==> src/sv/tblt_pkg.sv <==
// ----------------------------------------------------------------------------
// tblt_pkg
// Shared types, codes and widths of the timed block list table.
// ----------------------------------------------------------------------------
package tblt_pkg;

    // Table depth default and fixed field widths
    localparam int TABLE_DEPTH_DEF = 64;
    localparam int FUNC_W          = 2;
    localparam int ID_W            = 64;
    localparam int DUR_W           = 32;
    localparam int TIME_W          = 31;
    localparam int STAT_W          = 2;
    localparam int ENT_W           = 7;

    // Operation codes
    typedef enum logic [FUNC_W-1:0] {
        FUNC_BAN   = 2'd0,
        FUNC_UNBAN = 2'd1,
        FUNC_QUERY = 2'd2
    } t_func;

    // Result status codes
    typedef enum logic [STAT_W-1:0] {
        ST_OK       = 2'd0,
        ST_REJECT   = 2'd1,
        ST_FULL     = 2'd2,
        ST_NOTFOUND = 2'd3
    } t_status;

    // Table read address source
    typedef enum logic {
        RD_IDX  = 1'b0,
        RD_LAST = 1'b1
    } t_rd_sel;

    // Controller states
    typedef enum logic [3:0] {
        S_IDLE,
        S_DISP,
        S_P_RD,
        S_P_CHK,
        S_P_MVRD,
        S_P_MVWR,
        S_S_RD,
        S_S_CHK,
        S_S_END,
        S_W_NEW,
        S_U_RD,
        S_U_WR,
        S_RESP
    } t_state;

    // Commands from controller to datapath
    typedef struct packed {
        logic    in_ready;
        logic    load;
        logic    idx_clr;
        logic    idx_inc;
        logic    rd_en;
        t_rd_sel rd_sel;
        logic    wr_move;
        logic    wr_new;
        logic    count_inc;
        logic    count_dec;
        logic    hit_capture;
        logic    set_code;
        t_status code;
        logic    banned;
        logic    out_load;
    } t_cmd;

    // Status from datapath to controller
    typedef struct packed {
        logic [FUNC_W-1:0] func;
        logic              in_valid;
        logic              out_free;
        logic              arg_bad;
        logic              idx_end;
        logic              expired;
        logic              match;
        logic              hit;
        logic              full;
        logic              empty;
    } t_stat;

endpackage

==> src/sv/tblt_ctrl.sv <==
// ----------------------------------------------------------------------------
// tblt_ctrl
// Controller: sequences purge walks, the search walk, inserts, removals
// and the result hand-off.
// ----------------------------------------------------------------------------
module tblt_ctrl
    import tblt_pkg::*;
(
    input  logic  i_clk,
    input  logic  i_rst_n,
    input  t_stat i_stat,
    output t_cmd  o_cmd
);

    t_state r_state;
    t_state n_state;
    logic   r_final;
    logic   n_final;

    // State registers
    always_ff @(posedge i_clk) begin
        if (!i_rst_n) begin
            r_state <= S_IDLE;
            r_final <= 1'b0;
        end else begin
            r_state <= n_state;
            r_final <= n_final;
        end
    end

    // Next state
    always_comb begin
        n_state = r_state;
        n_final = r_final;
        unique case (r_state)
            S_IDLE: begin
                if (i_stat.in_valid) begin
                    n_state = S_DISP;
                end
            end
            S_DISP: begin
                n_final = 1'b0;
                unique case (i_stat.func)
                    FUNC_BAN:   n_state = i_stat.arg_bad ? S_RESP : S_P_RD;
                    FUNC_UNBAN: n_state = S_S_RD;
                    FUNC_QUERY: n_state = S_P_RD;
                    default:    n_state = S_RESP;
                endcase
            end
            S_P_RD: begin
                if (i_stat.idx_end) begin
                    n_state = r_final ? S_RESP : S_S_RD;
                end else begin
                    n_state = S_P_CHK;
                end
            end
            S_P_CHK:  n_state = i_stat.expired ? S_P_MVRD : S_P_RD;
            S_P_MVRD: n_state = S_P_MVWR;
            S_P_MVWR: n_state = S_P_RD;
            S_S_RD:   n_state = i_stat.idx_end ? S_S_END : S_S_CHK;
            S_S_CHK: begin
                if (i_stat.match && (i_stat.func == FUNC_UNBAN)) begin
                    n_state = S_U_RD;
                end else begin
                    n_state = S_S_RD;
                end
            end
            S_S_END: begin
                if ((i_stat.func == FUNC_BAN) && (i_stat.hit || !i_stat.full)) begin
                    n_state = S_W_NEW;
                end else begin
                    n_state = S_RESP;
                end
            end
            S_W_NEW: begin
                n_state = S_P_RD;
                n_final = 1'b1;
            end
            S_U_RD:  n_state = S_U_WR;
            S_U_WR: begin
                n_state = S_P_RD;
                n_final = 1'b1;
            end
            S_RESP: begin
                if (i_stat.out_free) begin
                    n_state = S_IDLE;
                end
            end
            default: n_state = S_IDLE;
        endcase
    end

    // Commands
    always_comb begin
        o_cmd = '0;
        unique case (r_state)
            S_IDLE: begin
                o_cmd.in_ready = 1'b1;
                o_cmd.load     = i_stat.in_valid;
            end
            S_DISP: begin
                // Preset reject; later steps overwrite it unless the request is rejected
                o_cmd.set_code = 1'b1;
                o_cmd.code     = ST_REJECT;
            end
            S_P_RD: begin
                if (i_stat.idx_end) begin
                    o_cmd.idx_clr = 1'b1;
                    if (r_final) begin
                        o_cmd.set_code = 1'b1;
                        o_cmd.code     = ST_OK;
                    end
                end else begin
                    o_cmd.rd_en  = 1'b1;
                    o_cmd.rd_sel = RD_IDX;
                end
            end
            S_P_CHK: begin
                // Drop an expired entry, else advance
                if (i_stat.expired) begin
                    o_cmd.count_dec = 1'b1;
                end else begin
                    o_cmd.idx_inc = 1'b1;
                end
            end
            S_P_MVRD, S_U_RD: begin
                o_cmd.rd_en  = 1'b1;
                o_cmd.rd_sel = RD_LAST;
            end
            S_P_MVWR: begin
                o_cmd.wr_move = 1'b1;
            end
            S_S_RD: begin
                if (!i_stat.idx_end) begin
                    o_cmd.rd_en  = 1'b1;
                    o_cmd.rd_sel = RD_IDX;
                end
            end
            S_S_CHK: begin
                o_cmd.hit_capture = 1'b1;
                if (i_stat.match && (i_stat.func == FUNC_UNBAN)) begin
                    o_cmd.count_dec = 1'b1;
                end else begin
                    o_cmd.idx_inc = 1'b1;
                end
            end
            S_S_END: begin
                o_cmd.set_code = 1'b1;
                unique case (i_stat.func)
                    FUNC_QUERY: begin
                        o_cmd.code   = i_stat.hit ? ST_OK : ST_NOTFOUND;
                        o_cmd.banned = i_stat.hit;
                    end
                    FUNC_BAN: begin
                        o_cmd.code = ST_FULL;
                    end
                    default: begin
                        o_cmd.code = ST_NOTFOUND;
                    end
                endcase
            end
            S_W_NEW: begin
                o_cmd.wr_new    = 1'b1;
                o_cmd.count_inc = !i_stat.hit;
                o_cmd.idx_clr   = 1'b1;
            end
            S_U_WR: begin
                o_cmd.wr_move = 1'b1;
                o_cmd.idx_clr = 1'b1;
            end
            S_RESP: begin
                o_cmd.out_load = i_stat.out_free;
            end
            default: begin
                o_cmd = '0;
            end
        endcase
    end

endmodule

==> config.mk <==
export PLATFORM = sky130hd
export DESIGN_NAME = tblt_ctrl
export DESIGN_NICKNAME = d
export VERILOG_FILES = /design/src/sv/tblt_pkg.sv /design/src/sv/tblt_ctrl.sv
export SDC_FILE = /design/constraint.sdc
export NUM_CORES = 1
export LEC_CHECK = 0
export ABC_AREA = 1
export BUFFER_PORTS_ARGS = -buffer_cell sky130_fd_sc_hd__buf_2
export CORE_AREA = 5 5 42 44
export DETAILED_ROUTE_END_ITERATION = 6
export DIE_AREA = 0 0 47 49
export GPL_ROUTABILITY_DRIVEN = 0
export HOLD_SLACK_MARGIN = 0.08
export PLACE_DENSITY = 0.89
export SYNTH_ARGS = -nofsm -noshare
export SYNTH_HDL_FRONTEND = slang
export SYNTH_SLANG_ARGS = --single-unit
==> constraint.sdc <==
create_clock -name i_clk -period 2.4 [get_ports i_clk]
set_input_delay 0 -clock i_clk [delete_from_list [all_inputs] [get_ports i_clk]]
set_output_delay 0 -clock i_clk [all_outputs]
set_load 0.02 [all_outputs]
# Word-level counts from Yosys, hierarchy flattened
# Cells that the tools add are included.
# totals
register_bits	5
in_bits	13
out_inout_bits	16
elab_cells	66
# op_classes
eq_ne	16
n_mux	34
n_reduce_logical	14
# ops
op	count
one-hot mux 4 bit (11 select lines)	1
2-to-1 mux 4 bit	7
equality test 4 bit (second input constant)	5
equality test 4 x 3 -> 1 bit (second input constant)	4
2-to-1 mux 3 bit	4
one-hot mux 4 bit (3 select lines)	1
2-to-1 mux 1 bit	10
one-hot mux 3 bit (3 select lines)	1
equality test 4 x 2 -> 1 bit (second input constant)	2
2-to-1 mux 2 bit	4
one-hot mux 1 bit (2 select lines)	4
one-hot mux 2 bit (2 select lines)	2
OR reduction 2 bit	4
equality test 4 x 1 -> 1 bit (second input constant)	1
logical NOT 4 bit	1
!= test 2 bit (second input constant)	2
OR reduction 3 bit	1
equality test 2 x 1 -> 1 bit (second input constant)	1
equality test 2 bit (second input constant)	1
logical AND 1 bit	2
logical NOT 1 bit	2
logical NOT 2 bit	1
AND reduction 2 bit	1
nonzero test 2 bit	1
logical OR 1 bit	1

# Depth between registers and ports, before layout
# depth
ltp_word	5
mapped_depth	10
ltp_nobuf	10

# Least setup slack after synthesis
# Ideal clock, no wire load.
# synth_path
kind	reg2reg
start	register r_state[3]
end	register r_state[3]
setup_time_ns	0.070
arrival_ns	1.117
t_required_ns	2.330
path_slack_ns	1.213
path_stages_with_launch	8
n_path_buf	0
period_less_slack_ns	1.187
path_cell_list	dfxtp_1 -> inv_1 -> nand2_1 -> nor2_1 -> nand2_1 -> nand3_1 -> nor2_1 -> a21oi_1
# synth_between
elab_chain_len	3
elab_cells_between_ends	18
cone_classes	eq/ne (14); mux (1); reduce/logical (3)
# synth_lines
item	line	text
start: declaration	tblt_ctrl.sv:15	t_state r_state;
start signal: assignment	tblt_ctrl.sv:26	r_state <= n_state;
equality test 4 bit (tied with other cells)	tblt_ctrl.sv:35	unique case (r_state)
OR reduction 3 bit (no line) or != test 2 bit (tied branches)	-	
one-hot mux 4 bit (11 select lines) or AND reduction 2 bit (tied branches)	-	
# Several ways; a longest one is shown, not always the timed one.
# A chain may end at the register's enable or synchronous reset.

==> metrics.txt <==
Avg WL per Cell=between 10 and 15 um; initial DRC count=17; sequential fraction of the synthesis area=16.8%; Slew HR=72.1%; critical-path maximum fanout=4; EDFF count, synth=0; Syn Inst Count=between 100 and 150; antenna violations before repair=0; Syn-to-layout area delta=32.1%; WP data required=2.40 ns; synthesized area=between 500 and 600 sq um; clock buffer count from CTS=3; drt pass-1 iters=4; largest net degree at the start of global routing=11; Setup violations, final=0; first-pass GRT wire length=2750 um; Worst-path clk slew=0.04 ns; root buf cell=clkbuf_4; post-synthesis cell type count=17; CP max-delay cell=dfxtp_1; GR Overflow Total=0; number of antenna repair diodes=0; Post-Syn Area per Cell=5.24 sq um; Clock Tree Buf Depth=2; Yosys Warn Count=0; # nets final=approximately 160; Vias=800; H-tree levels=1; crit-path cells=inv_2 > nor2_1 > nand3_1 > nand2_1 > nor2_1 > inv_1 > buf_2; Largest stage delay, worst path=0.38 ns; Worst-Skew Late Latency=0.24 ns; RSZ-0062 raised after global routing=no; CTS sink cnt=5; die area=0.00230 sq mm; multi-input logic area=410 sq um; total power=0.000765 W; Die Ht=49 um; most frequent cells after synthesis=nand2_1, inv_1, nor2_1; total wire length=1710 um; Least-Margin Pin Slew=0.418 ns; Synth area leaders=nand2_1, dfxtp_1, inv_1; Tmin final=1.47 ns; share of the synthesized area in the top cell type=21.4%; register area=100 sq um; initial core utilization=42.6%; core region area=0.00140 sq mm; Power Density=around 970 mW/mm^2; vias in the first global route=718; run status=finished, final reports clean; post-route clock period utilization=61.2%; leak pwr=0.524 nW; Setup crit start kind=flop; post-route cell area=788 sq um; Die X=47 um; final worst clock skew=0.00224 ns; # rows=14; setup TNS=0 ns; area leader, netlist=nand2_1; Total GRT Usage=around 16%; maximum vdd drop=0.000792 V; Pins Over Slew Limit=0; Via density=4.94; PortBufs=27; Post-CTS Setup Repair Bufs=0; synthesized flop and latch total=5; share of cells above drive strength 1=26.0%; Max-Cap Viols=0; Final Hold Viols=0; Final HPWL DP=1410 um; Main synth FF type=dfxtp_1; crit-path most repeated cell=nor2_1; fmax=0.680 GHz; worst path bufs/invs=3; Syn Nets=~130; placed inst area=752 sq um; Worst EP arrival=1.47 ns; leading cell type by number of instances after synthesis=nand2_1; Min Hold Slack=about 0.11 ns; Top delay family on crit path=simple AND/OR/NAND/NOR gates; Async SR Flop Fraction=0%; io pins=29; DRC errors left=0; post-route ant nets=0; Min-Delay Path Class=primary input to flop; critical path class=flop to output port; CTS tree=built; Worst Setup End Kind=output port; Filler Cells Inserted=153
## layout by cell type, fill, tap and decap left out
cell / Yosys / layout
inv_1: 19 / 19
nand3_1: 12 / 12
dfxtp_1: 5 / 5
nand4_1: 2 / 2
buf_2: 0 / 27
nor2_1: 17 / 17
clkbuf_1: 0 / 1
nor2_2: 3 / 3
nand2_2: 1 / 1
a21oi_1: 3 / 3
nand3b_1: 1 / 1
clkbuf_4: 0 / 3
a31oi_1: 1 / 1
nand2_1: 34 / 34
o22ai_1: 1 / 1
inv_2: 4 / 4
nor4_1: 1 / 1
dlygate4sd3_1: 0 / 1
ha_1: 4 / 4
nor3_1: 1 / 1
o21ai_0: 5 / 5
## path summary, 6_finish.rpt
path                            cells past startpoint  slack, ns    endpoint        from
worst max-delay path                                7       0.93   o_cmd[11]  r_state[2]
worst min-delay path                                5       0.11  r_state[0]   i_stat[8]
worst max register to register                      6       1.09  r_state[0]  r_state[3]
worst min register to register                      2       0.48     r_final     r_final
## flip-flops by register name, summed over array words and instances (netlist names)
| signal | flops |
|---|---|
| r_final | 1 |
| r_state | 4 |
## per-stage QoR
stage | instances | util, % | worst slack (ns)
floorplan | 114 | - | 1.21
global placement | 157 | 53.7 | 1.15
detailed placement | 157 | 53.7 | 1.10
CTS | 162 | 56.3 | 0.928
global route | 162 | 56.3 | 0.803
finish | 162 | 56.3 | 0.930
## cells by family (layout without fill, tap and decap cells)
| family | count (synthesis) | in the layout | synth area share [%] |
|---|---|---|---|
| compound gates | 10 | 10 | 8.80 |
| fa+ha+maj | 4 | 4 | 8.39 |
| simple gates | 72 | 72 | 51.6 |
| buf+inv | 23 | 55 | 14.5 |
| flops | 5 | 5 | 16.8 |
## repair_timing
item | CTS | global route
endpoints found under the hold margin | 5 | 0
gates resized for setup | 0 | 0
hold buffers | 1 | 0
## area by class of cell
cell class	instances	share of cell area (%)
clock buffer	4	3.33
inverter	23	11.0
multi-input combinational	86	52.1
sequential	5	12.7
tap	16	2.54
timing repair buffer	28	18.4
## routing by layer
layer / vias up / GRT usage (%) / share of wire [%]
li1: 420 / - / -
met1: 339 / 20.9 / 42
met2: 41 / 24.0 / 48
met3: 0 / 3.32 / 9.9
met4: 0 / 5.53 / 0
met5: - / 0 / 0
## power breakdown
part            total, W  internal [W]  switching (W)
registers       0.000138      0.000109      0.0000284
logic           0.000531      0.000158       0.000373
clock network  0.0000961     0.0000628      0.0000333
## worst register-to-register path, delay by kind of cell, from the launching register on
family	cells	cell delay, ns
AO/OA/AOI/OAI	1	0.17
AND/OR/NAND/NOR	4	0.63
buffers and inverters	1	0.05
flip-flops	1	0.35
No activity file was read; power rests on OpenSTA's default activity.
